## src/design/ucn_pkg.sv

```systemverilog
// Shared types and constants of the UTF-8 / CJK text normalizer.
package ucn_pkg;

    // Number of command words held between the front and the back
    localparam int QUEUE_DEPTH = 4;

    // Most bytes one input byte can produce: a space plus four UTF-8 bytes
    localparam int MAX_BYTES = 5;
    localparam int CNT_W     = $clog2(MAX_BYTES + 1);

    // Character codes
    localparam logic [7:0]  ASCII_SPACE = 8'h20;
    localparam logic [7:0]  ASCII_TAB   = 8'h09;
    localparam logic [7:0]  ASCII_LF    = 8'h0A;
    localparam logic [7:0]  ASCII_CR    = 8'h0D;
    localparam logic [7:0]  ASCII_QUEST = 8'h3F;
    localparam logic [7:0]  ASCII_LOW_A = 8'h61;
    localparam logic [7:0]  ASCII_LOW_Z = 8'h7A;
    localparam logic [20:0] CASE_OFFSET = 21'd32;

    // Command word from the front to the back: bytes[0] goes out first.
    // A count of zero marks the bare end-of-text word.
    typedef struct packed {
        logic [MAX_BYTES-1:0][7:0] bytes;
        logic [CNT_W-1:0]          count;
        logic                      last;
    } t_cmd;

endpackage

```

## src/design/ucn_front.sv

```systemverilog
// Front end: UTF-8 decode, whitespace folding, CJK spacing, case fold and re-encode.
module ucn_front (
    input  logic          i_clk,
    input  logic          i_rst_n,
    input  logic          i_accept,
    input  logic [7:0]    i_in_byte,
    input  logic          i_end_of_text,
    output logic          o_wr,
    output ucn_pkg::t_cmd o_cmd
);

    // Map listed CJK punctuation to ASCII
    function automatic logic [20:0] f_punct(input logic [20:0] c);
        logic [20:0] r;
        begin
            r = c;
            case (c)
                21'h0FF1A, 21'h0FF1B, 21'h0FF0C, 21'h03001: r = 21'h2C;
                21'h03002:                                  r = 21'h2E;
                21'h0FF01:                                  r = 21'h21;
                21'h0FF1F:                                  r = 21'h3F;
                21'h000B7, 21'h02014, 21'h0FF5E:            r = 21'h2D;
                21'h0201C, 21'h0201D, 21'h02018, 21'h02019,
                21'h0300C, 21'h0300D, 21'h0FF08, 21'h0FF09,
                21'h0300A, 21'h0300B, 21'h03010, 21'h03011: r = 21'h27;
                default:                                    r = c;
            endcase
            return r;
        end
    endfunction

    // CJK script ranges
    function automatic logic f_cjk(input logic [20:0] c);
        return (c >= 21'h01100 && c <= 21'h011FF) ||
               (c >= 21'h02E80 && c <= 21'h0A4CF) ||
               (c >= 21'h0A840 && c <= 21'h0D7AF) ||
               (c >= 21'h0F900 && c <= 21'h0FAFF) ||
               (c >= 21'h0FE30 && c <= 21'h0FE4F) ||
               (c >= 21'h0FF65 && c <= 21'h0FFDC) ||
               (c >= 21'h20000 && c <= 21'h2FFFF);
    endfunction

    logic [1:0]  r_rem, n_rem;
    logic [20:0] r_cp, n_cp;
    logic        r_lws, n_lws;
    logic        r_ps, n_ps;

    logic        have_char;
    logic [20:0] ch;
    logic        is_ws;
    logic [20:0] mapped;
    logic [20:0] enc_cp;
    logic        lead_sp;
    logic [3:0][7:0] enc;
    logic [2:0]  enc_cnt;

    // Decode: assemble the code point from lead and continuation bytes
    always_comb begin
        n_rem     = r_rem;
        n_cp      = r_cp;
        have_char = 1'b0;
        ch        = 21'd0;
        if (r_rem == 2'd0) begin
            if (!i_in_byte[7]) begin
                have_char = 1'b1;
                ch        = {13'd0, i_in_byte};
            end else if ((i_in_byte & 8'hE0) == 8'hC0) begin
                n_cp  = {16'd0, i_in_byte[4:0]};
                n_rem = 2'd1;
            end else if ((i_in_byte & 8'hF0) == 8'hE0) begin
                n_cp  = {17'd0, i_in_byte[3:0]};
                n_rem = 2'd2;
            end else if ((i_in_byte & 8'hF8) == 8'hF0) begin
                n_cp  = {18'd0, i_in_byte[2:0]};
                n_rem = 2'd3;
            end else begin
                have_char = 1'b1;
                ch        = {13'd0, ucn_pkg::ASCII_QUEST};
            end
        end else begin
            n_cp  = {r_cp[14:0], i_in_byte[5:0]};
            n_rem = r_rem - 2'd1;
            if (n_rem == 2'd0) begin
                have_char = 1'b1;
                ch        = n_cp;
            end
        end
    end

    // Classify: fold whitespace, map punctuation, space off CJK, upper-case
    always_comb begin
        n_lws   = r_lws;
        n_ps    = r_ps;
        lead_sp = 1'b0;
        is_ws   = (ch == {13'd0, ucn_pkg::ASCII_SPACE}) || (ch == {13'd0, ucn_pkg::ASCII_TAB}) ||
                  (ch == {13'd0, ucn_pkg::ASCII_LF})    || (ch == {13'd0, ucn_pkg::ASCII_CR});
        mapped  = f_punct(ch);
        enc_cp  = mapped;
        if (have_char) begin
            if (is_ws) begin
                if (!r_lws) begin
                    n_ps  = 1'b1;
                    n_lws = 1'b1;
                end
            end else if (f_cjk(mapped)) begin
                lead_sp = r_ps || !r_lws;
                n_ps    = 1'b1;
                n_lws   = 1'b1;
            end else begin
                if (mapped >= {13'd0, ucn_pkg::ASCII_LOW_A} &&
                    mapped <= {13'd0, ucn_pkg::ASCII_LOW_Z}) begin
                    enc_cp = mapped - ucn_pkg::CASE_OFFSET;
                end
                lead_sp = r_ps;
                n_ps    = 1'b0;
                n_lws   = 1'b0;
            end
        end
    end

    // Encode the code point in its shortest UTF-8 form
    always_comb begin
        enc = '0;
        if (enc_cp < 21'h80) begin
            enc[0]  = {1'b0, enc_cp[6:0]};
            enc_cnt = 3'd1;
        end else if (enc_cp < 21'h800) begin
            enc[0]  = {3'b110, enc_cp[10:6]};
            enc[1]  = {2'b10, enc_cp[5:0]};
            enc_cnt = 3'd2;
        end else if (enc_cp < 21'h10000) begin
            enc[0]  = {4'b1110, enc_cp[15:12]};
            enc[1]  = {2'b10, enc_cp[11:6]};
            enc[2]  = {2'b10, enc_cp[5:0]};
            enc_cnt = 3'd3;
        end else begin
            enc[0]  = {5'b11110, enc_cp[20:18]};
            enc[1]  = {2'b10, enc_cp[17:12]};
            enc[2]  = {2'b10, enc_cp[11:6]};
            enc[3]  = {2'b10, enc_cp[5:0]};
            enc_cnt = 3'd4;
        end
    end

    // Build the command word, with the held space in front when due
    always_comb begin
        o_cmd      = '0;
        o_cmd.last = i_end_of_text;
        if (have_char && !is_ws) begin
            if (lead_sp) begin
                o_cmd.bytes[0] = ucn_pkg::ASCII_SPACE;
                o_cmd.bytes[1] = enc[0];
                o_cmd.bytes[2] = enc[1];
                o_cmd.bytes[3] = enc[2];
                o_cmd.bytes[4] = enc[3];
                o_cmd.count    = ucn_pkg::CNT_W'(enc_cnt) + ucn_pkg::CNT_W'(1);
            end else begin
                o_cmd.bytes[0] = enc[0];
                o_cmd.bytes[1] = enc[1];
                o_cmd.bytes[2] = enc[2];
                o_cmd.bytes[3] = enc[3];
                o_cmd.count    = ucn_pkg::CNT_W'(enc_cnt);
            end
        end
        o_wr = i_accept && ((have_char && !is_ws) || i_end_of_text);
    end

    // Advance decoder state; return to reset values after the last byte
    always_ff @(posedge i_clk) begin
        if (!i_rst_n) begin
            r_rem <= 2'd0;
            r_cp  <= '0;
            r_lws <= 1'b1;
            r_ps  <= 1'b0;
        end else if (i_accept) begin
            if (i_end_of_text) begin
                r_rem <= 2'd0;
                r_cp  <= '0;
                r_lws <= 1'b1;
                r_ps  <= 1'b0;
            end else begin
                r_rem <= n_rem;
                r_cp  <= n_cp;
                r_lws <= n_lws;
                r_ps  <= n_ps;
            end
        end
    end

endmodule

```

## src/design/ucn_queue.sv

```systemverilog
// Small command queue between the front and the back.
module ucn_queue #(
    parameter int DEPTH = ucn_pkg::QUEUE_DEPTH
) (
    input  logic          i_clk,
    input  logic          i_rst_n,
    input  logic          i_wr,
    input  ucn_pkg::t_cmd i_wdata,
    output logic          o_full,
    input  logic          i_rd,
    output ucn_pkg::t_cmd o_rdata,
    output logic          o_empty
);

    localparam int AW = (DEPTH > 1) ? $clog2(DEPTH) : 1;
    localparam int CW = $clog2(DEPTH + 1);

    ucn_pkg::t_cmd r_mem [DEPTH];
    logic [AW-1:0] r_wptr, r_rptr;
    logic [CW-1:0] r_cnt;
    logic          do_wr, do_rd;

    assign o_full  = (r_cnt == CW'(DEPTH));
    assign o_empty = (r_cnt == '0);
    assign o_rdata = r_mem[r_rptr];
    assign do_wr   = i_wr && !o_full;
    assign do_rd   = i_rd && !o_empty;

    // Store a word at the write pointer
    always_ff @(posedge i_clk) begin
        if (do_wr) begin
            r_mem[r_wptr] <= i_wdata;
        end
    end

    // Advance pointers and fill count
    always_ff @(posedge i_clk) begin
        if (!i_rst_n) begin
            r_wptr <= '0;
            r_rptr <= '0;
            r_cnt  <= '0;
        end else begin
            if (do_wr) begin
                r_wptr <= (r_wptr == AW'(DEPTH - 1)) ? '0 : r_wptr + AW'(1);
            end
            if (do_rd) begin
                r_rptr <= (r_rptr == AW'(DEPTH - 1)) ? '0 : r_rptr + AW'(1);
            end
            if (do_wr && !do_rd) begin
                r_cnt <= r_cnt + CW'(1);
            end else if (do_rd && !do_wr) begin
                r_cnt <= r_cnt - CW'(1);
            end
        end
    end

endmodule

```

## src/design/ucn_back.sv

```systemverilog
// Back end: serialize command words into output bytes through an output register.
module ucn_back (
    input  logic          i_clk,
    input  logic          i_rst_n,
    input  ucn_pkg::t_cmd i_cmd,
    input  logic          i_q_empty,
    output logic          o_q_rd,
    input  logic          i_pop,
    output logic          o_empty,
    output logic [7:0]    o_out_byte,
    output logic          o_byte_valid,
    output logic          o_last
);

    ucn_pkg::t_cmd             r_cmd;
    logic                      r_busy;
    logic [ucn_pkg::CNT_W-1:0] r_idx;
    logic                      r_full;
    logic [7:0]                r_byte;
    logic                      r_bval;
    logic                      r_last;

    logic out_free, emit, final_byte, load;

    // Step one byte whenever the output register is free or being taken
    always_comb begin
        out_free   = !r_full || i_pop;
        emit       = r_busy && out_free;
        final_byte = (r_cmd.count == '0) ||
                     (r_idx == r_cmd.count - ucn_pkg::CNT_W'(1));
        load       = (!r_busy || (emit && final_byte)) && !i_q_empty;
        o_q_rd     = load;
    end

    // Hold the current word and walk its bytes
    always_ff @(posedge i_clk) begin
        if (!i_rst_n) begin
            r_busy <= 1'b0;
            r_idx  <= '0;
        end else if (load) begin
            r_busy <= 1'b1;
            r_idx  <= '0;
        end else if (emit) begin
            if (final_byte) begin
                r_busy <= 1'b0;
            end else begin
                r_idx <= r_idx + ucn_pkg::CNT_W'(1);
            end
        end
    end

    always_ff @(posedge i_clk) begin
        if (load) begin
            r_cmd <= i_cmd;
        end
    end

    // Output register: load a byte or drop it once taken
    always_ff @(posedge i_clk) begin
        if (!i_rst_n) begin
            r_full <= 1'b0;
        end else if (emit) begin
            r_full <= 1'b1;
        end else if (i_pop) begin
            r_full <= 1'b0;
        end
    end

    always_ff @(posedge i_clk) begin
        if (emit) begin
            r_byte <= (r_cmd.count == '0) ? 8'h00 : r_cmd.bytes[r_idx];
            r_bval <= (r_cmd.count != '0);
            r_last <= r_cmd.last && final_byte;
        end
    end

    assign o_empty      = !r_full;
    assign o_out_byte   = r_byte;
    assign o_byte_valid = r_bval;
    assign o_last       = r_last;

endmodule

```

## src/design/utf8_cjk_text_normalizer.sv

```systemverilog
// UTF-8 / CJK text normalizer top level.
//
// Input channel: raw UTF-8 text, one word per cycle (i_in_byte, i_end_of_text),
// taken when push is high and full is low. Output channel: normalized UTF-8,
// one word per cycle (o_out_byte, o_byte_valid, o_last), shown while empty is
// low and taken when pop is high.
// The front decodes, classifies and re-encodes each input byte in the cycle it
// is taken and writes at most one command word of up to five output bytes into
// a queue of QUEUE_DEPTH words. The back emits one output byte per cycle while
// its output register is free or being taken. The first output byte of an
// input passes through the queue, the back's word register and the output
// register. The back bounds throughput; plain text runs one per cycle.
// A word with o_byte_valid low and o_last high is the bare end marker, given
// when the final input byte yields no output byte.
// When pop stays low the output register holds its word, the back stops and
// the queue fills; full then rises and stalls the sender.
// Synchronous reset (i_rst_n low) empties the queue and output register and
// returns the decoder to its idle state; the block accepts input the next cycle.
module utf8_cjk_text_normalizer #(
    parameter int QUEUE_DEPTH = ucn_pkg::QUEUE_DEPTH
) (
    input  logic       i_clk,
    input  logic       i_rst_n,
    input  logic       push,
    output logic       full,
    input  logic [7:0] i_in_byte,
    input  logic       i_end_of_text,
    output logic       empty,
    input  logic       pop,
    output logic [7:0] o_out_byte,
    output logic       o_byte_valid,
    output logic       o_last
);

    ucn_pkg::t_cmd wr_cmd, rd_cmd;
    logic          q_wr, q_rd, q_full, q_empty;

    assign full = q_full;

    ucn_front u_front (
        .i_clk         (i_clk),
        .i_rst_n       (i_rst_n),
        .i_accept      (push && !q_full),
        .i_in_byte     (i_in_byte),
        .i_end_of_text (i_end_of_text),
        .o_wr          (q_wr),
        .o_cmd         (wr_cmd)
    );

    ucn_queue #(
        .DEPTH (QUEUE_DEPTH)
    ) u_queue (
        .i_clk   (i_clk),
        .i_rst_n (i_rst_n),
        .i_wr    (q_wr),
        .i_wdata (wr_cmd),
        .o_full  (q_full),
        .i_rd    (q_rd),
        .o_rdata (rd_cmd),
        .o_empty (q_empty)
    );

    ucn_back u_back (
        .i_clk        (i_clk),
        .i_rst_n      (i_rst_n),
        .i_cmd        (rd_cmd),
        .i_q_empty    (q_empty),
        .o_q_rd       (q_rd),
        .i_pop        (pop),
        .o_empty      (empty),
        .o_out_byte   (o_out_byte),
        .o_byte_valid (o_byte_valid),
        .o_last       (o_last)
    );

endmodule

```

## config.mk

```make
export PLATFORM = sky130hd
export DESIGN_NAME = utf8_cjk_text_normalizer
export DESIGN_NICKNAME = d
export VERILOG_FILES = /design/src/design/ucn_pkg.sv /design/src/design/ucn_front.sv /design/src/design/ucn_queue.sv /design/src/design/ucn_back.sv /design/src/design/utf8_cjk_text_normalizer.sv
export SDC_FILE = /design/constraint.sdc
export NUM_CORES = 1
export LEC_CHECK = 0
export BUFFER_PORTS_ARGS = -buffer_cell sky130_fd_sc_hd__buf_2
export CELL_PAD_IN_SITES_DETAIL_PLACEMENT = 1
export CELL_PAD_IN_SITES_GLOBAL_PLACEMENT = 2
export CORE_MARGIN = 2
export CORE_UTILIZATION = 45
export DETAILED_ROUTE_END_ITERATION = 12
export PLACE_DENSITY = 0.83
export SETUP_SLACK_MARGIN = 0.4
export SYNTH_ARGS = -nofsm -noshare
export SYNTH_HDL_FRONTEND = slang
export SYNTH_HIERARCHICAL = 1
export SYNTH_SLANG_ARGS = --single-unit
```

## constraint.sdc

```tcl
create_clock -name i_clk -period 6.8 [get_ports i_clk]
set_input_delay 1.36 -clock i_clk [delete_from_list [all_inputs] [get_ports i_clk]]
set_output_delay 1.36 -clock i_clk [all_outputs]
set_load 0.05 [all_outputs]
```

==> flow_summary.json, run 1 <==
{
  "seq_area_frac_synth_pct": 57.6,
  "routed_wl_um": 38900,
  "yosys.area_share.xor_xnor_pct": 0.533,
  "port-buffer-count": 24,
  "synthAdderAreaFrac_pct": 1.58,
  "pin_count": 25,
  "first_pass_iters": 5,
  "yosysWarningCount": 6,
  "synth_area_per_cell_sq_um": 12.7,
  "synthToLayoutAreaGrowth_pct": 11.6,
  "fin_skew_ps": 16.1,
  "critPathLaunchType": "input pin",
  "period_share_pct": 90.8,
  "track_usage_pct": 25.6,
  "cts_tree": "yes",
  "grt_pass1_vias": 9524,
  "max-cap-violations": 0,
  "drc_errors": 0,
  "start_util_pct": 45.8,
  "setup_viol": 0,
  "antenna_found_initial": 0,
  "seq_area_sq_um": 7570,
  "syn-instance-count": 1039,
  "globalplace.congestion": 0.968,
  "fin_cells": 1465,
  "num_rows": 62,
  "fill_cells": 2922,
  "wl_met2_um": 19500,
  "synth_seq_cells": 263,
  "n_antenna_cell": 0,
  "die_area_sq_um": 30600,
  "fmax_mhz": 162,
  "peakVddDrop_uv": 260,
  "via_count": 9196,
  "hold_class": "reg -> reg",
  "power.leakage_nw": 4.92,
  "synth_ff_type": "edfxtp_1",
  "routed_via_density": 6.28,
  "met1_length_um": 16300,
  "dp.cells": 1413,
  "dp_hpwl_um": 26500,
  "path_max_fanout": 32,
  "tns_ps": 0,
  "cts_hold_buf": 0,
  "first_iter_violations": 870,
  "finalPower_mw": 5.30,
  "finalHoldViolations": 0,
  "clkLatencyLatePin_ps": 570,
  "die_w_um": 175,
  "syn_area_sq_um": 13100,
  "clk_pin_slew_worst_paths_ps": 60,
  "clockRootBuffer": "clkbuf_16",
  "h-tree-depth": 1,
  "muxShareOfSynthArea_pct": 10.3,
  "yosysMostFrequentCell": "edfxtp_1",
  "slew_headroom_pct": 30.4,
  "cts.sinks": 263,
  "synth_compound_area_share_pct": 11.6,
  "antenna_left": 0,
  "multi_input_area_sq_um": 5130,
  "synthTopCellsByCount": "edfxtp_1, nand2_1, nor2_1",
  "synth-simple-area-share_pct": 14.6,
  "end_kind": "flop",
  "critPathKind": "in -> reg",
  "async_flop_share_pct": 0,
  "nets": 1088,
  "met3_length_um": 1950,
  "grt_max_degree": 49,
  "ys_types": 94,
  "cts.path.max_buffers": 3,
  "core_sq_um": 28700,
  "dieHeight_um": 175,
  "yosysTopAreaCell": "edfxtp_1",
  "cts_buffers": 28,
  "finalCriticalPeriod_ps": 6170,
  "synth-edff-count": 230,
  "drive_above_1_share_pct": 17.6,
  "topRoutingLayerUsed": "met4",
  "arrival_ps": 6480,
  "synthTopCellsByArea": "edfxtp_1, mux4_2, dfxtp_1",
  "tightest_slew_ps": 1040,
  "wl_per_cell_um": 26.5,
  "critPathRequiredTime_ps": 7110,
  "netlist.area_leader.share_pct": 52.5,
  "gr-total-overflow": 0,
  "status": "finished clean",
  "synth_top_family_by_area": "simple AND/OR/NAND/NOR gates",
  "rsz0062_at_grt": "yes",
  "slew_viol_final": 0,
  "hold_slack_ps": 519,
  "power_density_nw_per_um2": 362,
  "grt_pass1_wl_um": 59700
}
[cell families after synthesis]
| kind of cell | after synthesis |
|---|---|
| simple gates | 372 |
| fa+ha+maj | 16 |
| compound gates | 213 |
| other cells | 1 |
| xor+xnor | 8 |
| buf+inv | 98 |
| mux | 68 |
| flops | 263 |
[cells in the final DEF, fill, tap and decap left out, types with 8 or more instances in the layout]
cell type,instances
o211ai_1,12
a21oi_1,51
nor4_1,19
nand3_1,34
nand4_1,17
nor2b_1,9
nand2_1,92
nor2_1,89
o21ai_0,29
edfxtp_1,230
buf_4,29
and2_1,8
nand3b_1,8
nor3_1,25
a22oi_1,12
inv_1,29
clkbuf_16,28
buf_2,24
dfxtp_1,30
o22ai_1,10
mux2i_1,14
o21a_1,8
o21ai_1,8
or3_1,11
mux4_2,48
ha_1,15
a211oi_1,10
[flip-flops by register name (all words and copies together) (netlist names), 3 cells and up, named ones only]
register and cells:
u_back/r_idx 3, u_front/r_cp 15, u_back/o_out_byte 8, u_back/r_cmd 44, u_queue/r_cnt 3, u_queue/r_mem 176
[through the flow]
step	worst slack [ps]	area (sq um)	util, %
2_1_floorplan	845	13200	-
3_3_place_gp	285	13600	47.5
3_5_place_dp	245	13600	47.5
4_1_cts	742	14600	51.0
5_1_grt	362	14700	51.1
6_report	628	14700	51.1
[final cells by class]
cell class              count  share of cell area (%)
clock buffers              37                    5.28
flip-flops and latches    263                    51.6
inverters                  31                   0.793
clock inverters            15                    1.51
multi-input cells         680                    35.0
repair buffers             55                    2.58
well taps                 384                    3.28
[metal layers]
metal,vias to the layer above,track usage [%]
met5,-,0
met4,0,7.67
met3,70,2.81
met2,326,44.1
met1,4707,34.4
li1,4093,-
[power by group]
part | internal (mW) | switching (mW)
clock network | 0.966 | 0.657
logic | 0.486 | 0.841
registers | 2.21 | 0.141
total | 3.66 | 1.64
[critical path, cell delays in order]
cell and delay, ps:
buf_2 180, nor2b_1 620, nor2_1 160, and4_1 280, o21bai_2 180, o2111ai_1 200, or2_1 370, nor2b_1 300
inv_1 140, ha_1 260, a31oi_1 170, nor3_1 60, a2111oi_0 550, nor2_1 110, o211ai_1 190, a211oi_1 100
a32oi_2 260, buf_12 230, nand2_1 290, nor2_1 460
[path summary, 6_finish.rpt]
path                                   startpoint                   end  slack [ps]  cells after the start
worst max-delay path                 i_in_byte[7]  u_queue/r_mem[2][40]         630                     20
worst min-delay path            u_queue/r_rptr[0]                  flop         520                      2
worst max register to register   u_front/r_rem[1]  u_queue/r_mem[2][40]         870                     20
worst min register to register  u_queue/r_rptr[0]                  flop         520                      2
[what timing repair did]
action,4_1_cts,5_1_grt
setup endpoints to repair,0,100
resized for setup,0,6
buffers inserted,0,0
(Power assumes the default switching activity.)
==> inputs of run 2 (changes only) <==
- SLEW_MARGIN: default -> 20
- clock period: 6.8 -> 7.3 ns (I/O delays scaled with it)
==> flow_summary.json, run 2 (synthesis gave the netlist of run 1 again) <==
{
  "track_usage_pct": 23.6,
  "critPathKind": "in -> reg",
  "power_density_nw_per_um2": 329,
  "dp_hpwl_um": 25600,
  "largest_reg_flops": 176,
  "post_cts_resized": 0,
  "met3_length_um": 2100,
  "min_from": "u_queue/r_rptr[1]",
  "pin_count": 25,
  "h-tree-depth": 1,
  "crit_family": "simple AND/OR/NAND/NOR gates",
  "clockRootBuffer": "clkbuf_16",
  "dp.cells": 1405,
  "largest-register": "u_queue/r_mem",
  "antenna_found_initial": 0,
  "path_max_fanout": 18,
  "topRoutingLayerUsed": "met4",
  "routed_via_density": 6.23,
  "place_ws_ps": 266,
  "met1_length_um": 15300,
  "nets": 1080,
  "antenna_left": 0,
  "first_iter_violations": 823,
  "path_cells": "buf_2 -> nand3_1 -> a221oi_4 -> nor3_1 -> o311ai_4 -> nand2_1 -> or2_1 -> inv_1 -> nand2_1 -> inv_1 -> ha_1 -> nand2_1 -> nand2_1 -> a21boi_0 -> o22ai_1 -> a21oi_1 -> nor2_1 -> o211ai_1 -> a211oi_2 -> a32oi_4 -> or2_0 -> nor3b_2",
  "grt_pass1_vias": 9335,
  "dieHeight_um": 175,
  "max-cap-violations": 0,
  "wl_met2_um": 17500,
  "fin_cells": 1453,
  "period_share_pct": 87.4,
  "gr-total-overflow": 0,
  "reg2reg_to": "u_queue/r_mem[2][32]",
  "post_cts_buffers": 0,
  "core_sq_um": 28700,
  "critPathLaunchType": "input pin",
  "grt_max_degree": 48,
  "final_common_cell": "edfxtp_1",
  "reg_top3": "u_queue/r_mem: 176 flops, u_back/r_cmd: 44 flops, u_front/r_cp: 15 flops",
  "grt_pass1_wl_um": 56100,
  "arrival_ps": 6680,
  "crit_path_frequent_cell": "nand2_1",
  "r2r_start": "u_front/r_rem[0]",
  "routed_wl_um": 35700,
  "fin_skew_ps": 15.3,
  "synthToLayoutAreaGrowth_pct": 10.2,
  "hold_class": "reg -> reg",
  "cts.path.max_buffers": 3,
  "worstRegToRegCells": 18,
  "clk_pin_slew_worst_paths_ps": 60,
  "n_antenna_cell": 0,
  "cp_slowest_stage_delay_ps": 470,
  "drive_above_1_share_pct": 15.9,
  "power.leakage_nw": 4.83,
  "cts_buffers": 28,
  "crit_slowest_cell": "o311ai_4",
  "die_area_sq_um": 30600,
  "cts.sinks": 263,
  "port-buffer-count": 24,
  "start_util_pct": 45.8,
  "finalPower_mw": 4.76,
  "drc_errors": 0,
  "fmax_mhz": 157,
  "slew_headroom_pct": 28.5,
  "critPathRequiredTime_ps": 7600,
  "num_rows": 62,
  "status": "finished clean",
  "tns_ps": 0,
  "peakVddDrop_uv": 247,
  "setup_viol": 0,
  "finalCriticalPeriod_ps": 6380,
  "critPathBufInv": 3,
  "hold_depth": 2,
  "wl_per_cell_um": 24.6,
  "tightest_slew_ps": 1060,
  "mostFrequentLayoutCells": "edfxtp_1, nand2_1, nor2_1",
  "regToRegSetupSlack_ps": 1220,
  "slew_viol_final": 0,
  "cts_tree": "yes",
  "setup_ws_ps": 920,
  "finalHoldViolations": 0,
  "die_w_um": 175,
  "rsz0062_at_grt": "no",
  "via_count": 9055,
  "first_pass_iters": 5,
  "end_kind": "flop",
  "cts_hold_buf": 0,
  "globalplace.congestion": 0.937,
  "finalCoreUtilization_pct": 50.5,
  "clkLatencyLatePin_ps": 530
}
==> run 2: cell types whose count changed in the layout (fill, tap and decap cells not counted), sizes merged <==
cell and delta:
buf -8, bufinv -1, clkbuf -2, clkinv +2, inv -3
==> run 2: worst max path at each step <==
| stage | cells past startpoint | from | to | slack, ps |
|---|---|---|---|---|
| after floorplan | 21 | i_in_byte[7] | u_queue/r_mem[0][32] | 1250 |
| after global placement | 18 | i_in_byte[7] | u_queue/r_mem[2][32] | 510 |
| after detailed placement | 22 | i_in_byte[4] | u_queue/r_mem[3][6] | 270 |
| after CTS | 22 | i_in_byte[4] | u_queue/r_mem[2][6] | 740 |
| after global routing | 22 | i_in_byte[4] | u_queue/r_mem[3][6] | 470 |
| final | 22 | i_in_byte[4] | u_queue/r_mem[0][6] | 920 |
==> run 2: where the power goes <==
group	total [mW]	internal, mW	leakage [nW]	switching (mW)
logic	1.22	0.449	1.94	0.770
registers	2.18	2.06	2.46	0.120
clock network	1.37	0.825	0.433	0.541
total	4.76	3.33	4.83	1.43
==> run 2: metal layers <==
layer	vias up	track usage, %
met3	59	3.33
met5	-	0
met1	4600	32.2
met4	0	5.56
li1	4080	-
met2	316	40.2
==> run 2: worst reg2reg max path, stage by stage (launching register included) <==
cell,delay [ps]
dfxtp_1,840
nand2b_1,590
nand4_1,170
a211oi_1,660
o21bai_2,210
o2111ai_1,170
or2_1,280
inv_1,150
nand2_1,210
inv_1,100
ha_1,300
or4_1,550
o21ai_0,90
a211oi_1,100
a21oi_1,190
a211oi_2,130
a32oi_4,390
nand2_1,380
o22ai_1,400
==> run 2: area by class of cell <==
| type | count | area [sq um] |
|---|---|---|
| fillers | 2952 | 14200 |
| flip-flops and latches | 263 | 7570 |
| multi-input cells | 680 | 5140 |
| clock buffers | 35 | 748 |
| well taps | 384 | 480 |
| repair buffers | 47 | 293 |
| clock inverters | 13 | 141 |
| inverters | 31 | 116 |
==> run 2: per-stage QoR <==
step	instance area (sq um)	hold slack [ps]
floorplan	13200	466
global placement	13600	492
detailed placement	13600	510
CTS	14400	522
global route	14500	560
finish	14500	520
